### config.mk
export PLATFORM = sky130hd
export DESIGN_NAME = regex_dot_star_matcher
export DESIGN_NICKNAME = d
export VERILOG_FILES = /design/src/rtl/rdsm_pkg.sv /design/src/rtl/rdsm_pat_mem.sv /design/src/rtl/rdsm_col_unit.sv /design/src/rtl/regex_dot_star_matcher.sv
export SDC_FILE = /design/constraint.sdc
export NUM_CORES = 1
export LEC_CHECK = 0
export BUFFER_PORTS_ARGS = -buffer_cell sky130_fd_sc_hd__clkbuf_2
export CORE_UTILIZATION = 63
export CTS_CLUSTER_DIAMETER = 150
export DETAILED_ROUTE_END_ITERATION = 16
export GPL_TIMING_DRIVEN = 0
export HOLD_SLACK_MARGIN = 0.02
export PLACE_DENSITY = 0.8
export SLEW_MARGIN = 20
export SYNTH_ARGS = -nofsm -noshare
export SYNTH_HDL_FRONTEND = slang
export SYNTH_SLANG_ARGS = --single-unit
### constraint.sdc
create_clock -name clk -period 3.4 [get_ports clk]
set_clock_uncertainty 0.05 [all_clocks]
set_input_delay 0 -clock clk [delete_from_list [all_inputs] [get_ports clk]]
set_output_delay 0 -clock clk [all_outputs]
set_load 0.02 [all_outputs]
### src/rtl/rdsm_pkg.sv
package rdsm_pkg;

  localparam int MAX_PAT_DEF = 32;

  localparam logic [7:0] STAR_CHAR = 8'd42;
  localparam logic [7:0] DOT_CHAR  = 8'd46;

  typedef enum logic [1:0] {
    REQ_CLEAR  = 2'd0,
    REQ_APPEND = 2'd1,
    REQ_START  = 2'd2,
    REQ_TEXT   = 2'd3
  } req_t;

  typedef enum logic {
    S_IDLE = 1'b0,
    S_RUN  = 1'b1
  } state_t;

  typedef struct packed {
    logic       adv;
    logic       ge2;
    logic [7:0] pat;
    logic [7:0] pat_prev;
    logic [7:0] text;
    logic       old_prev;
    logic       row_j;
    logic       row_jm2;
  } col_in_t;

endpackage

### src/rtl/rdsm_pat_mem.sv
module rdsm_pat_mem #(
  parameter int DEPTH = rdsm_pkg::MAX_PAT_DEF,
  parameter int AW    = $clog2(rdsm_pkg::MAX_PAT_DEF)
) (
  input  logic          clk,
  input  logic          wr_en,
  input  logic [AW-1:0] wr_addr,
  input  logic [7:0]    wr_data,
  input  logic [AW-1:0] rd_addr,
  output logic [7:0]    rd_data
);
  import rdsm_pkg::*;

  logic [7:0] mem [DEPTH];

  always_ff @(posedge clk) begin
    if (wr_en) begin
      mem[wr_addr] <= wr_data;
    end
  end

  always_ff @(posedge clk) begin
    rd_data <= mem[rd_addr];
  end

endmodule

### src/rtl/rdsm_col_unit.sv
module rdsm_col_unit (
  input  rdsm_pkg::col_in_t col_in,
  output logic              col_bit
);
  import rdsm_pkg::*;

  logic fits_pat;
  logic fits_prev;

  assign fits_pat  = (col_in.pat == DOT_CHAR) || (col_in.pat == col_in.text);
  assign fits_prev = (col_in.pat_prev == DOT_CHAR) || (col_in.pat_prev == col_in.text);

  always_comb begin
    if (!col_in.adv) begin
      col_bit = (col_in.pat == STAR_CHAR) && col_in.ge2 && col_in.row_jm2;
    end else if (col_in.pat != STAR_CHAR) begin
      col_bit = col_in.old_prev && fits_pat;
    end else if (col_in.ge2) begin
      col_bit = col_in.row_jm2 || (col_in.row_j && fits_prev);
    end else begin
      col_bit = 1'b0;
    end
  end

endmodule

### src/rtl/regex_dot_star_matcher.sv
// channel | handshake            | payload
// input   | in_valid / in_stall  | req_type, char_value
// output  | out_valid / out_stall| matched
//
// Each item walks the pattern, and the block takes no new item while busy:
// the row is updated one column per cycle through the single read port of
// the pattern memory. Reset clears the pattern length and the row; the
// pattern memory is not cleared. A stalled result holds the block busy
// until the output register frees.
module regex_dot_star_matcher #(
  parameter int MAX_PAT = rdsm_pkg::MAX_PAT_DEF
) (
  input  logic       clk,
  input  logic       rst,
  input  logic       in_valid,
  output logic       in_stall,
  input  logic [1:0] req_type,
  input  logic [7:0] char_value,
  output logic       out_valid,
  input  logic       out_stall,
  output logic       matched
);
  import rdsm_pkg::*;

  localparam int AW = $clog2(MAX_PAT);
  localparam int LW = $clog2(MAX_PAT + 1);

  state_t          state;
  state_t          state_next;
  logic [LW-1:0]   pat_len;
  logic [MAX_PAT:0] row;
  logic [LW-1:0]   iss;
  logic [LW-1:0]   col;
  logic            col_valid;
  logic            adv_mode;
  logic            want_result;
  logic [7:0]      text_char;
  logic            old_prev;
  logic [7:0]      prev_char;

  req_t            req;
  logic            accept;
  logic            issue;
  logic            run_done;
  logic            out_free;
  logic            pat_full;
  logic            wr_en;
  logic [7:0]      rd_data;
  logic            ge2;
  logic [LW-1:0]   jm2;
  col_in_t         col_in;
  logic            col_bit;

  assign req      = req_t'(req_type);
  assign in_stall = (state != S_IDLE);
  assign accept   = in_valid && !in_stall;
  assign pat_full = (pat_len >= LW'(MAX_PAT));
  assign wr_en    = accept && (req == REQ_APPEND) && !pat_full;
  assign issue    = (state == S_RUN) && (iss < pat_len);
  assign run_done = (state == S_RUN) && !issue && !col_valid;
  assign out_free = !out_valid || !out_stall;
  assign ge2      = (col >= LW'(2));
  assign jm2      = ge2 ? (col - LW'(2)) : '0;

  rdsm_pat_mem #(
    .DEPTH (MAX_PAT),
    .AW    (AW)
  ) u_mem (
    .clk     (clk),
    .wr_en   (wr_en),
    .wr_addr (pat_len[AW-1:0]),
    .wr_data (char_value),
    .rd_addr (iss[AW-1:0]),
    .rd_data (rd_data)
  );

  always_comb begin
    col_in.adv      = adv_mode;
    col_in.ge2      = ge2;
    col_in.pat      = rd_data;
    col_in.pat_prev = prev_char;
    col_in.text     = text_char;
    col_in.old_prev = old_prev;
    col_in.row_j    = row[col];
    col_in.row_jm2  = row[jm2];
  end

  rdsm_col_unit u_col (
    .col_in  (col_in),
    .col_bit (col_bit)
  );

  always_ff @(posedge clk) begin
    if (rst) begin
      state <= S_IDLE;
    end else begin
      state <= state_next;
    end
  end

  always_comb begin
    state_next = state;
    case (state)
      S_IDLE: begin
        if (accept) begin
          state_next = S_RUN;
        end
      end
      S_RUN: begin
        if (run_done && (!want_result || out_free)) begin
          state_next = S_IDLE;
        end
      end
      default: state_next = S_IDLE;
    endcase
  end

  always_ff @(posedge clk) begin
    if (rst) begin
      pat_len   <= '0;
      row       <= {{MAX_PAT{1'b0}}, 1'b1};
      out_valid <= 1'b0;
      col_valid <= 1'b0;
      iss       <= '0;
    end else begin
      if (out_valid && !out_stall && !(run_done && want_result)) begin
        out_valid <= 1'b0;
      end
      if (accept) begin
        iss         <= '0;
        col_valid   <= 1'b0;
        text_char   <= char_value;
        adv_mode    <= (req == REQ_TEXT);
        want_result <= (req == REQ_START) || (req == REQ_TEXT);
        old_prev    <= row[0];
        case (req)
          REQ_CLEAR: begin
            pat_len <= '0;
            row     <= {{MAX_PAT{1'b0}}, 1'b1};
          end
          REQ_APPEND: begin
            if (!pat_full) begin
              pat_len <= pat_len + LW'(1);
            end
            row <= {{MAX_PAT{1'b0}}, 1'b1};
          end
          REQ_START: begin
            row <= {{MAX_PAT{1'b0}}, 1'b1};
          end
          REQ_TEXT: begin
            row[0] <= 1'b0;
          end
          default: row <= row;
        endcase
      end
      if (state == S_RUN) begin
        col_valid <= issue;
        if (issue) begin
          iss <= iss + LW'(1);
          col <= iss + LW'(1);
        end
        if (col_valid) begin
          row[col]  <= col_bit;
          old_prev  <= row[col];
          prev_char <= rd_data;
        end
        if (run_done && want_result && out_free) begin
          out_valid <= 1'b1;
          matched   <= row[pat_len];
        end
      end
    end
  end

endmodule

## After elaboration in Yosys (flattened, before gate mapping)

Memories as Yosys holds them, arrays and structs flattened. A register that Yosys moved wholly into a read port is not among the register bits.
Cells that the tools add are included.

- Div/mod/pow operators: 0
- Shift operators: 0
- $mul: 0
- Order comparisons: 7
- Bitwise operators: 2
- Equal/unequal tests: 10
- Reduce and logical (&&, ||, !) cells: 39
- Muxes and demuxes: 37
- Add/subtract/negate cells: 3

Operators with widths:

| cell | count |
|---|---|
| two-way mux 33 bit | 4 |
| bitwise mux 33 bit | 1 |
| two-way mux 32 bit | 1 |
| two-way mux 6 bit | 5 |
| == test 8 x 6 -> 1 bit (second input constant) | 3 |
| less-than comparator 6 x 7 -> 1 bit (second input constant) | 3 |
| two-way mux 1 bit | 19 |
| binary-select mux 1 bit (select 6 bit) | 3 |
| == test 8 bit | 2 |
| logical AND 1 bit | 16 |
| adder 6 x 1 -> 6 bit (second input constant) | 2 |
| case mux 6 bit (2 select lines) | 1 |
| AND reduction 3 bit | 4 |
| logical NOT 1 bit | 8 |
| inequality test 8 x 6 -> 1 bit (second input constant) | 1 |
| demux 1 bit (select 6 bit) | 1 |
| >= comparator 6 x 1 -> 1 bit (second input constant) | 1 |
| >= comparator 6 x 2 -> 1 bit (second input constant) | 1 |
| >= comparator 6 bit (second input constant) | 1 |
| logical OR 1 bit | 6 |
| less-than comparator 6 bit | 1 |
| subtractor 6 x 2 -> 6 bit (second input constant) | 1 |
| == test 2 bit (second input constant) | 2 |
| case mux 1 bit (2 select lines) | 2 |
| other kinds (7) | 9 |

- Bits in latches: 0
- Word-level logic and storage cells: 112
- Output and inout bits: 3
- Bits in read-only memories: 0
- Input bits: 14
- Memories kept: 1
- Register bits: 74
- Memory bits (writable): 256

Memory list:

| memory | depth | width | rd ports | clocked after memory_dff | wr ports | line | source |
|---|---|---|---|---|---|---|---|
| u_mem.mem | 32 | 8 | 1 | 1 | 1 | rdsm_pat_mem.sv:14 | `logic [7:0] mem [DEPTH];` |

## Logic depth before layout (Yosys ltp)

Gate-level depths: netlist of the first run.

- Depth after elaboration: 11
- Mapped depth: 11
- Mapped depth without buffers: 9

## Hierarchy

A second synthesis of the first run with hierarchy kept.

- Cells, all modules: 863
- Area total of the unflattened synthesis: 14565.2 sq um

Modules (own cells, without submodules):

| module | seq. area each (sq um) | cells an instance | area each (sq um) | instances |
|---|---|---|---|---|
| rdsm_pat_mem | 7847.5 | 417 | 10053.4 | 1 |
| regex_dot_star_matcher | 1741.7 | 415 | 4241.6 | 1 |
| rdsm_col_unit | 0.0 | 31 | 270.3 | 1 |

## Least setup slack after synthesis of the first run

Ideal clock, no wire load.

- Path kind: reg-to-reg
- From: reg col[1]
- To: reg row[30]
- Cell stages (with the launch flop): 11
- Library setup time: 135 ps
- Path slack: 769 ps
- Required time: 3215 ps
- Data arrival time: 2446 ps
- Clock period less this slack: 2631 ps
- Buffers on the path: 2
- Path through: edfxtp_1 -> buf_6 -> clkinv_1 -> ha_1 -> a31oi_1 -> o221ai_1 -> o211ai_1 -> a31oi_2 -> o21ai_4 -> buf_4 -> a41oi_2

- Cells in the longest elaborated chain, start to end: 11
- Elaborated cells between the ends (all ways): 22
- Those cells by class: add/sub: 1; order compare: 3; mux: 13; reduce/logical: 5

Ends and longest elaborated chain:

| element | line | source |
|---|---|---|
| start: declaration | regex_dot_star_matcher.sv:33 | `logic [LW-1:0] col;` |
| start signal: assignment | regex_dot_star_matcher.sv:160 | `col <= iss + LW'(1);` |
| subtractor 6 x 2 -> 6 bit or >= comparator 6 x 2 -> 1 bit (tied branches) | regex_dot_star_matcher.sv:63, regex_dot_star_matcher.sv:62 |  |
| two-way mux 6 bit | regex_dot_star_matcher.sv:63 | `assign jm2 = ge2 ? (col - LW'(2)) : '0;` |
| binary-select mux 1 bit (select 6 bit) | regex_dot_star_matcher.sv:85 | `col_in.row_jm2 = row[jm2];` |
| two-way mux 1 bit (implied by the code) | regex_dot_star_matcher.sv:85 |  |
| logical OR 1 bit | rdsm_col_unit.sv:19 | `col_bit = col_in.row_jm2 \|\| (col_in.row_j && fits_prev);` |
| two-way mux 1 bit | rdsm_col_unit.sv:18 | `end else if (col_in.ge2) begin` |
| two-way mux 1 bit | rdsm_col_unit.sv:16 | `end else if (col_in.pat != STAR_CHAR) begin` |
| two-way mux 1 bit | rdsm_col_unit.sv:14 | `if (!col_in.adv) begin` |
| bitwise mux 33 bit (*) | regex_dot_star_matcher.sv:163 | `row[col] <= col_bit;` |
| two-way mux 33 bit (*) | regex_dot_star_matcher.sv:162 | `if (col_valid) begin` |
| two-way mux 33 bit (*) | regex_dot_star_matcher.sv:156 | `if (state == S_RUN) begin` |
| end signal: assignment | regex_dot_star_matcher.sv:148 | `row <= {{MAX_PAT{1'b0}}, 1'b1};` |
| end signal: assignment | regex_dot_star_matcher.sv:153 | `default: row <= row;` |
| end signal: indexed assignment | regex_dot_star_matcher.sv:163 |  |
| end: declaration | regex_dot_star_matcher.sv:31 | `logic [MAX_PAT:0] row;` |

Every way passes the cells marked *; elsewhere a longest branch is shown, timed or not. The select of a mux whose other input is x is not followed.
A chain may end at the register's enable or synchronous reset.

## Worst setup path in the final report of the first run

- From: reg col[2]
- To: reg row[5]

Same word-level chain as after synthesis.

==> impl_results.md, run 1 <==
* First drt pass iteration count at 6
* Final Cycle Share at 0.9683
* Clk sinks at 338
* Slew headroom at 0.3654
* Root Driver: clkbuf_16
* DP HPWL at 23680 um
* CP Launch Type: flip-flop
* Vias at 9077
* Max-cap violations at 0
* Ys Warns at 0
* Area Growth Syn to Fin at 11.31%
* Global-route wire length before repair at approximately 55000 um
* RSZ-0062 raised after global routing: no
* Core area at 0.02292 mm^2
* Placed cell areas at approximately 0.015 mm^2
* GRT Util Overall at 0.3171
* Crit path buf inv count at 2
* Die area at 0.02426 mm^2
* Yosys top cell area share at 0.5685
* CP delay by family, top: compound AO/OA/AOI/OAI gates
* Antenna violations before repair at 2
* Synth cell count leaders: 282 x edfxtp_1, 96 x mux4_2, 70 x nor2_1
* Fin crit period at 3.292 ns
* Placed Cells at 1246
* Max Root-Sink Buffers at 3
* Max frequency at 0.3038 GHz
* Antenna fix cells at 0
* WP data arrival at 3.66 ns
* Routed wire length at ~37000 um
* FP Rows at 55
* Post-route ant nets at 0
* Count leader, synth: edfxtp_1
* Worst-Margin Slew at 0.9519 ns
* Outcome: complete, no violations
* Worst hold path class: in -> reg
* Placer Congestion at 0.9520
* CTS tree: done
* PortBufs at 16
* Skew-Pair Late Insertion Delay at 0.52 ns
* Die H at approximately 160 um
* Setup CP Type: reg -> reg
* Max-slew violation count at 0
* Ports at 17
* DRC Markers at 0
* Crit path max fanout at 10
* Vias in the first global route at a little under 9000
* Synth cell types at between 70 and 80
* Design area at 0.01658 mm^2
* Fin. Hold Viols at 0
* Vias per Instance at 6.892
* CP max-delay cell: edfxtp_1
* Non-filler cells, final at ~1300
* Synth Net Count at 946
* DR WL/cell at 28.04 um
* Top cells by area, synth: edfxtp_1 57%, mux4_2 15%, dfxtp_1 7.5%
* Tot Pwr at between 8000 and 9000 uW
* Initial DRC Count at 1214
* Fill count at 1418
* PD cells at 526.5 mW/mm^2
* Worst path max stage delay at 0.58 ns
* Seq cells post-synth at between 300 and 400
* Largest net degree at the start of global routing at 34
* TritonCTS buffer count at 35
* Peak supply drop at 0.0004863 V
* Nets@finish at between 1000 and 1500
* Synth area leader: edfxtp_1
* CP endpoint kind: flip-flop
* Sequential element share of the synthesized area at 0.6437
* Initial Utilization at 0.6501
* EDFF count, synth at 282
* Setup violations, final at 0
* FFs w/ async S/R, synth at 0
* Crit-path cells: inv_1 -> ha_1 -> nand2b_4 -> and3_4 -> or3_1 -> buf_6 -> o32ai_4 -> a311oi_2 -> a32oi_1
* Mapped Area at 0.01490 mm^2
* Grt total ovfl at 0
* DIE WIDTH at 155.8 um
* Share of post-route cells with drive strength above 1 at 0.2321
* Worst R2R Setup Slack at about 0.11 ns
* WP data required at 3.77 ns
* Ys flop type: edfxtp_1
* Leakage at 0.005157 uW
* Post-Syn Instances at 917
* H-tree Lvls at 2
* Syn Area/Cell at about 16 um^2
* Clock Pin Slew Worst Setup and Hold Paths at 0.07 ns
* Setup_tns at 0 ns
final timing paths:
kind,cells past startpoint,end,start
worst max-delay path,9,row[5],col[2]
worst min-delay path,1,u_mem.mem[28][0],char_value[0]
worst max register to register,9,row[5],col[2]
worst min register to register,0,prev_char[5],u_mem.rd_data[5]
per-layer routing:
| metal | wire, um | share of wire | track usage | vias to the layer above |
|---|---|---|---|---|
| li1 | - | - | - | 3829 |
| met1 | 14550 | 0.39 | 0.4646 | 4573 |
| met2 | 17550 | 0.48 | 0.4916 | 598 |
| met3 | 3952 | 0.11 | 0.06389 | 73 |
| met4 | 843 | 0.023 | 0.08777 | 4 |
| met5 | 26 | 0.00070 | 0 | - |
where the power goes:
part,switching [uW],internal [uW],total [uW]
sequential,27.8,4510,4540
clock,1590,2150,3740
combinational,278,177,455
sequential cells by signal (all words and copies together) (netlist names), 6 cells and up:
signal	count
col	6
iss	6
pat_len	6
prev_char	8
row	33
text_char	8
u_mem.mem	256
u_mem.rd_data	8
worst register-to-register path, delay by kind of cell (launching register included):
| kind | cells | cell delay, ns |
|---|---|---|
| DFF | 1 | 0.58 |
| adders and majority gates | 1 | 0.30 |
| and+or+nand+nor | 3 | 0.68 |
| buffers and inverters | 2 | 0.44 |
| AOI/OAI and AO/OA | 3 | 1.15 |
per-stage QoR:
step / hold WS, ns / setup slack [ns] / utilization
2_1_floorplan: 0.04887 / 0.7686 / -
6_report: 0.1754 / 0.1078 / 0.7236
3_3_place_gp: 0.2209 / -0.2896 / 0.6707
5_1_grt: 0.1697 / 0.01998 / 0.7236
4_1_cts: 0.1414 / 0.1173 / 0.7223
3_5_place_dp: 0.2257 / -0.2410 / 0.6707
layout by cell type (no fill, tap or decap), types with 5 or more instances in the layout:
cell type / Yosys / final
clkbuf_1: 30 / 37
nor3b_1: 5 / 5
mux2_2: 11 / 11
nand3b_1: 5 / 5
buf_4: 4 / 6
clkbuf_16: 0 / 37
a32oi_1: 19 / 19
nor3_1: 7 / 7
nand2b_1: 6 / 6
nor2_1: 70 / 70
dfxtp_1: 56 / 56
xnor2_1: 15 / 15
a31oi_1: 12 / 10
a211oi_1: 7 / 7
mux4_2: 96 / 96
a22oi_1: 18 / 18
buf_2: 11 / 11
nand2_1: 63 / 63
inv_1: 19 / 19
mux2i_1: 5 / 5
a311oi_2: 5 / 5
clkinv_2: 0 / 7
a21oi_1: 12 / 12
dlygate4sd3_1: 0 / 7
clkbuf_2: 2 / 18
edfxtp_1: 282 / 282
nor4_1: 5 / 5
clkinv_1: 1 / 6
nand3_1: 16 / 16
ha_1: 15 / 15
nand4_1: 8 / 8
xor2_1: 13 / 13
o21ai_0: 17 / 17
final cells by class:
cell class                 count  area [um^2]  area share
sequential                   338         9589      0.5783
multi-input combinational    504         4986      0.3007
clock buffer                  44        952.2     0.05742
tap                          313        391.6     0.02362
buffer                        55        267.8     0.01615
timing repair buffer          25        165.2    0.009960
clock inverter                18        153.9    0.009281
inverter                      20        76.32    0.004603
kinds of logic after synthesis:
group | after synthesis | synth area share
compound gates | 135 | 0.07442
xor+xnor | 28 | 0.01646
fa+ha+maj | 15 | 0.01260
buf+inv | 75 | 0.02301
flops | 338 | 0.6437
mux | 112 | 0.1568
simple gates | 214 | 0.07299
repair_timing:
item                                   CTS  global route
resized for setup                        2             2
endpoints found under the hold margin   19             0
hold buffers                             7             0
pin swaps                                0             1
setup endpoints to repair               26            17
buffers inserted                         0             2
Note: power is estimated with default switching activity, not from simulation.
==> run 2, diff against run 1 <==
==> constraint.sdc (replaced) <==
create_clock -name clk -period 3.4 [get_ports clk]
set_clock_uncertainty 0.05 [all_clocks]
set_input_delay 0.34 -clock clk [delete_from_list [all_inputs] [get_ports clk]]
set_output_delay 0.34 -clock clk [all_outputs]
set_load 0.02 [all_outputs]
==> run 2 against run 1 <==
Worst setup slack worse by 0.0019 ns. Worst hold slack lost 0.13 ns. Count of clock-buffer cells in the layout did not move. Largest power group unchanged. Via count grew 0.25%. Non-clock buffer count down 7. First-iteration DRC count up 0.99%. Final cell count down 0.53%. Core utilization decreased by 0.31 points. Clock power is essentially flat. Global-route usage fell by 0.094 points.
==> impl_results.md, run 2 (synthesis gave the netlist of run 1 again) <==
* Worst R2R Start: col[2]
* Max frequency at 0.3036 GHz (about the same)
* Met3 global-route usage at 0.06389 (unchanged)
* Area Growth Syn to Fin at 10.84%
* Worst Hold Path EP: out_valid
* Crit path max fanout at 10 (unchanged)
* Final Cycle Share at 0.9689 (about the same)
* Vias in the first global route at 8853 (-0.66%)
* Worst-Margin Slew at 0.9382 ns (-0.01379 ns)
* Antenna violations before repair at 2 (unchanged)
* Max Root-Sink Buffers at 3 (unchanged)
* Outcome: complete, no violations
* DRC Markers at 0 (unchanged)
* Skew-Pair Late Insertion Delay at 0.52 ns (about the same)
* Top Registers: u_mem.mem: 256 flops, row: 33 flops
* Share of post-route cells with drive strength above 1 at 0.2337 (+0.001629)
* Setup violations, final at 0 (unchanged)
* FP Rows at 55 (unchanged)
* Placed Cells at 1246 (unchanged)
* Number of flip-flops in the largest register at 256 (unchanged)
* Crit-path cells: inv_1 -> ha_1 -> nand2b_4 -> and3_4 -> or3_1 -> buf_6 -> o32ai_4 -> a311oi_2 -> a32oi_1
* Slew headroom at 0.3746 (+0.009193)
* Largest register by flop count: u_mem.mem
* CTS Hold Bufs at 0 (-7)
* Global-route wire length before repair at 55280 um (-0.32%)
* Fin. Hold Viols at 0 (unchanged)
* Non-filler cells, final at 1310 (-0.53%)
* Vias per Instance at 6.947 (+0.79%)
* Leakage at 0.005127 uW (-0.57%)
* Routed wire length at 36810 um (-0.32%)
* Fill count at 1427 (+0.63%)
* M1 GR Usage at 0.4638 (-0.0007979)
* CP endpoint kind: flip-flop
* Design area at 0.01651 mm^2 (-0.42%)
* Max-slew violation count at 0 (unchanged)
* Clk sinks at 338 (unchanged)
* Largest net degree at the start of global routing at 34 (unchanged)
* CP max-delay cell: edfxtp_1
* Setup ws final at 0.1059 ns (-0.001949 ns)
* Met2 usage at 0.4892 (-0.002349)
* Clock Pin Slew Worst Setup and Hold Paths at 0.07 ns (about the same)
* Vias at 9100 (+0.25%)
* DP HPWL at 23680 um (unchanged)
* Fin crit period at 3.294 ns (+0.001949 ns)
* Switching fraction of total power at 0.2169 (about the same)
* Placed cell areas at 0.01537 mm^2 (unchanged)
* Peak supply drop at 0.0004862 V (about the same)
* Max-cap violations at 0 (unchanged)
* CTS tree: done
* PortBufs at 16 (unchanged)
* Setup CP Type: reg -> reg
* NetSw at 1893 uW (about the same)
* Grt total ovfl at 0 (unchanged)
* Placer Congestion at 0.9520 (unchanged)
* Setup_tns at 0 ns (unchanged)
* Hold Startpoint: out_stall
* DR WL/cell at 28.10 um (+0.22%)
* Worst hold path class: in -> reg
* Core area at 0.02292 mm^2 (unchanged)
* Crit path buf inv count at 2 (unchanged)
* Worst r2r dst: row[5]
* Worst R2R Setup Slack at 0.11 ns (about the same)
* Worst path max stage delay at 0.58 ns (about the same)
* Initial DRC Count at 1226 (+0.99%)
* CP Launch Type: flip-flop
* WP data required at 3.77 ns (about the same)
* Sequential share of power at 0.520 (about the same)
* Worst reg-to-reg path cell count at 9 (unchanged)
* H-tree Lvls at 2 (unchanged)
* Cells on Worst Hold Path at 3 (+2)
* Clk pwr share at 0.428 (about the same)
* RSZ-0062 raised after global routing: no
* WHS at 0.04307 ns (-0.1323 ns)
* Post-route ant nets at 0 (unchanged)
* Root Driver: clkbuf_16
* GRT Util Overall at 0.3162 (-0.0009422)
* PD cells at 528.5 mW/mm^2 (+0.37%)
* Setup WS pre-CTS at -0.2410 ns (unchanged)
* Die H at 155.8 um (unchanged)
* Initial Utilization at 0.6501 (unchanged)
* Nets@finish at 1001 (-0.69%)
* Int Pwr at 6834 uW (about the same)
* Ports at 17 (unchanged)
* WP data arrival at 3.67 ns (about the same)
* TritonCTS buffer count at 35 (unchanged)
* First drt pass iteration count at 6 (unchanged)
* Die area at 0.02426 mm^2 (unchanged)
* DIE WIDTH at 155.8 um (unchanged)
* Most Crowded Layer GR: met2
* CP delay by family, top: compound AO/OA/AOI/OAI gates
* Most common cell after layout, fill and taps aside: edfxtp_1
* Combinational power share at 0.051 (about the same)
* Antenna fix cells at 0 (unchanged)
* Commonest non-fill, non-tap cells in the layout: 282 x edfxtp_1, 96 x mux4_2, 70 x nor2_1
==> run 2: changes by cell type in the layout (fill, tap and decap cells not counted), sizes merged <==
cell	change
dlygate4sd3	-7
==> run 2: worst register-to-register path, cell delays in order, from the launching register on <==
cell and delay (ns):
edfxtp_1 0.58, inv_1 0.28, ha_1 0.30, nand2b_4 0.10, and3_4 0.22, or3_1 0.36
buf_6 0.16, o32ai_4 0.58, a311oi_2 0.26, a32oi_1 0.32
==> run 2: timing repair <==
action                     in CTS  in global routing
cloned                          0                  0
gates resized for setup         2                  2
setup buffers                   0                  2
pin swaps                       0                  1
setup endpoints to repair      26                 17
==> run 2: worst max-delay path by stage <==
stage,from,cells past startpoint,slack (ns),to
2_1_floorplan,col[1],10,0.77,row[30]
3_3_place_gp,col[1],10,-0.29,row[18]
3_5_place_dp,col[1],10,-0.24,row[5]
4_1_cts,col[1],10,0.12,row[5]
5_1_grt,col[2],9,0.02,row[5]
6_report,col[2],9,0.11,row[5]
==> run 2: power by group through the flow <==
stage | Clock [uW] | Combinational (uW) | Sequential [uW]
after floorplan | 0 | 271 | 4620
after global placement | 0 | 426 | 4620
after detailed placement | 0 | 436 | 4630
after CTS | 3770 | 445 | 4540
after global routing | 3900 | 476 | 4540
final | 3740 | 449 | 4540
==> run 2: routing by layer <==
layer	part of all wire	vias to the layer above	routed length, um
met1	0.39	4607	14480
li1	-	3814	-
met4	0.025	4	929
met5	0.00071	-	26
met3	0.11	85	3910
met2	0.47	590	17470
==> run 2: cell type report <==
| type | count | area, um^2 | area share |
|---|---|---|---|
| Buffer | 55 | 267.8 | 0.01622 |
| Clock buffer | 44 | 952.2 | 0.05766 |
| Clock inverter | 18 | 153.9 | 0.009320 |
| Inverter | 20 | 76.32 | 0.004622 |
| Multi-Input combinational cell | 504 | 4986 | 0.3020 |
| Sequential cell | 338 | 9589 | 0.5807 |
| Tap cell | 313 | 391.6 | 0.02372 |
| Timing Repair Buffer | 18 | 95.09 | 0.005759 |
==> run 2: per-stage QoR <==
step                  util  power [uW]
detailed placement  0.6707        5061
global route        0.7206        8916
CTS                 0.7192        8753
global placement    0.6707        5050
finish              0.7206        8726
floorplan                -        4888
==> run 3, diff against run 2 <==
--- a/config.mk
+++ b/config.mk
@@ -6,12 +6,11 @@
 export NUM_CORES = 1
 export LEC_CHECK = 0
 export BUFFER_PORTS_ARGS = -buffer_cell sky130_fd_sc_hd__clkbuf_2
-export CORE_UTILIZATION = 63
+export CORE_UTILIZATION = 45
 export CTS_CLUSTER_DIAMETER = 150
 export DETAILED_ROUTE_END_ITERATION = 16
 export GPL_TIMING_DRIVEN = 0
 export HOLD_SLACK_MARGIN = 0.02
-export PLACE_DENSITY = 0.8
 export SLEW_MARGIN = 20
 export SYNTH_ARGS = -nofsm -noshare
 export SYNTH_HDL_FRONTEND = slang
==> run 3 against run 2 <==
Clock power grew 4%. Count of clock-buffer cells in the layout up 4. Design area up 1.2%. Largest power group unchanged.
==> impl_results.md, run 3 (synthesis gave the netlist of run 1 again) <==
* Top Registers: u_mem.mem: 256 flops, row: 33 flops
* Vias in the first global route at 8337 (-5.8%)
* Setup CP Type: reg -> reg
* Ports at 17 (unchanged)
* Final Cycle Share at 0.9688 (about the same)
* Placer Congestion at 0.9267 (-2.7%)
* Share of post-route cells with drive strength above 1 at 0.2332 (-0.0004679)
* Die H at 183.9 um (+18%)
* DIE WIDTH at 183.9 um (+18%)
* TritonCTS buffer count at 37 (+5.7%)
* Vias at 8604 (-5.5%)
* WP data required at 3.72 ns (-0.05 ns)
* Root Driver: clkbuf_16
* Clk sinks at 338 (unchanged)
* Die area at 0.03384 mm^2 (+39%)
* Fin. Hold Viols at 0 (unchanged)
* H-tree Lvls at 2 (unchanged)
* Vias per Instance at 5.971 (-14%)
* Initial DRC Count at 1024 (-16%)
* Setup violations, final at 0 (unchanged)
* Clock Pin Slew Worst Setup and Hold Paths at 0.06 ns (about the same)
* Worst-Margin Slew at 0.9526 ns (+0.01442 ns)
* First drt pass iteration count at 5 (-1)
* Core area at 0.03254 mm^2 (+42%)
* Max-cap violations at 0 (unchanged)
* Placed Cells at 1375 (+10%)
* Leakage at 0.005148 uW (+0.40%)
* Max frequency at 0.3036 GHz (about the same)
* DP HPWL at 24850 um (+5.0%)
* Slew headroom at 0.3649 (-0.009614)
* DR WL/cell at 24.99 um (-11%)
* Nets@finish at 1001 (unchanged)
* Antenna violations before repair at 0 (-2)
* Worst hold path class: in -> reg
* Number of flip-flops in the largest register at 256 (unchanged)
* CTS tree: done
* Area Growth Syn to Fin at 12.12%
* PortBufs at 16 (unchanged)
* Initial Utilization at 0.4579 (-0.1922)
* PD cells at 530.6 mW/mm^2 (+0.41%)
* Skew-Pair Late Insertion Delay at 0.53 ns (about the same)
* Commonest non-fill, non-tap cells in the layout: 282 x edfxtp_1, 96 x mux4_2, 70 x nor2_1
* Fill count at 2741 (+92%)
* Fin crit period at 3.294 ns (-0.0002760 ns)
* Antenna fix cells at 0 (unchanged)
* Outcome: complete, no violations
* FP Rows at 66 (+20%)
* CP endpoint kind: flip-flop
* Grt total ovfl at 0 (unchanged)
* Most common cell after layout, fill and taps aside: edfxtp_1
* Largest register by flop count: u_mem.mem
* DRC Markers at 0 (unchanged)
* Largest net degree at the start of global routing at 34 (unchanged)
* Post-route ant nets at 0 (unchanged)
* Final core occ at 0.5133 (-0.2072)
* Max Root-Sink Buffers at 3 (unchanged)
* Max-slew violation count at 0 (unchanged)
* Setup Fix Bufs, Post-CTS at 0 (unchanged)
* WP data arrival at 3.62 ns (-0.05 ns)
* Global-route wire length before repair at 53650 um (-2.9%)
* CP Launch Type: flip-flop
* Non-filler cells, final at 1441 (+10%)
* Crit path max fanout at 10 (unchanged)
* RSZ-0062 raised after global routing: no
* GRT Util Overall at 0.2177 (-0.09846)
* Peak supply drop at 0.0004828 V (-0.71%)
* Routed wire length at 36010 um (-2.2%)
run 3: through the flow:
stage	power [uW]	hold WS (ns)	setup TNS [ns]	worst slack, ns	area, um^2
2_1_floorplan	4888	0.3889	0	0.7686	14900
3_3_place_gp	5069	0.4248	-5.308	-0.2744	15530
3_5_place_dp	5074	0.4438	-2.829	-0.1694	15530
4_1_cts	8915	0.06085	0	0.1173	16700
5_1_grt	9098	0.08644	0	0.009981	16700
6_report	8863	0.08088	0	0.1061	16700
run 3: path summary, 6_finish.rpt:
kind                                start         to  slack, ns  cells after the start
worst max-delay path               col[1]    row[22]       0.11                     10
worst min-delay path            out_stall  out_valid       0.08                      3
worst max register to register     col[1]    row[22]       0.11                     10
worst min register to register    row[21]    row[21]       0.46                      2
run 3: power breakdown:
group          leakage (uW)  internal [uW]  switching [uW]  total [uW]
clock network      0.000568           2240            1640        3880
registers           0.00299           4510            27.7        4540
logic               0.00159            173             271         444
run 3: per-layer routing:
layer | wire length (um) | vias to the layer above | part of all wire | GRT usage
met5 | 0 | - | 0 | 0
met4 | 927 | 0 | 0.026 | 0.06500
met3 | 2065 | 57 | 0.057 | 0.03546
met2 | 16800 | 299 | 0.47 | 0.3382
met1 | 16220 | 4425 | 0.45 | 0.3162
li1 | - | 3823 | - | -
run 3: final cells by class:
type                            instances  area, um^2  share of cell area
Clock inverter                         18       165.2            0.009888
Inverter                               20       76.32            0.004570
Buffer                                 55       269.0             0.01611
Timing Repair Buffer                   16       80.08            0.004794
Tap cell                              442       553.0             0.03311
Multi-Input combinational cell        504        4971              0.2976
Sequential cell                       338        9589              0.5741
Clock buffer                           48       998.5             0.05978
run 3: worst max-delay path: stages, from the launching register on:
cell and delay (ns):
edfxtp_1 0.50, buf_6 0.22, clkinv_2 0.21, ha_1 0.47, a31oi_2 0.36, o221ai_1 0.25
o211ai_1 0.17, a31oi_2 0.20, o21ai_4 0.35, buf_4 0.25, a32oi_1 0.12
run 3: repair_timing:
| action | 4_1_cts | 5_1_grt |
|---|---|---|
| setup endpoints to repair | 26 | 6 |
| gates resized for setup | 2 | 1 |
| hold buffers | 0 | 0 |
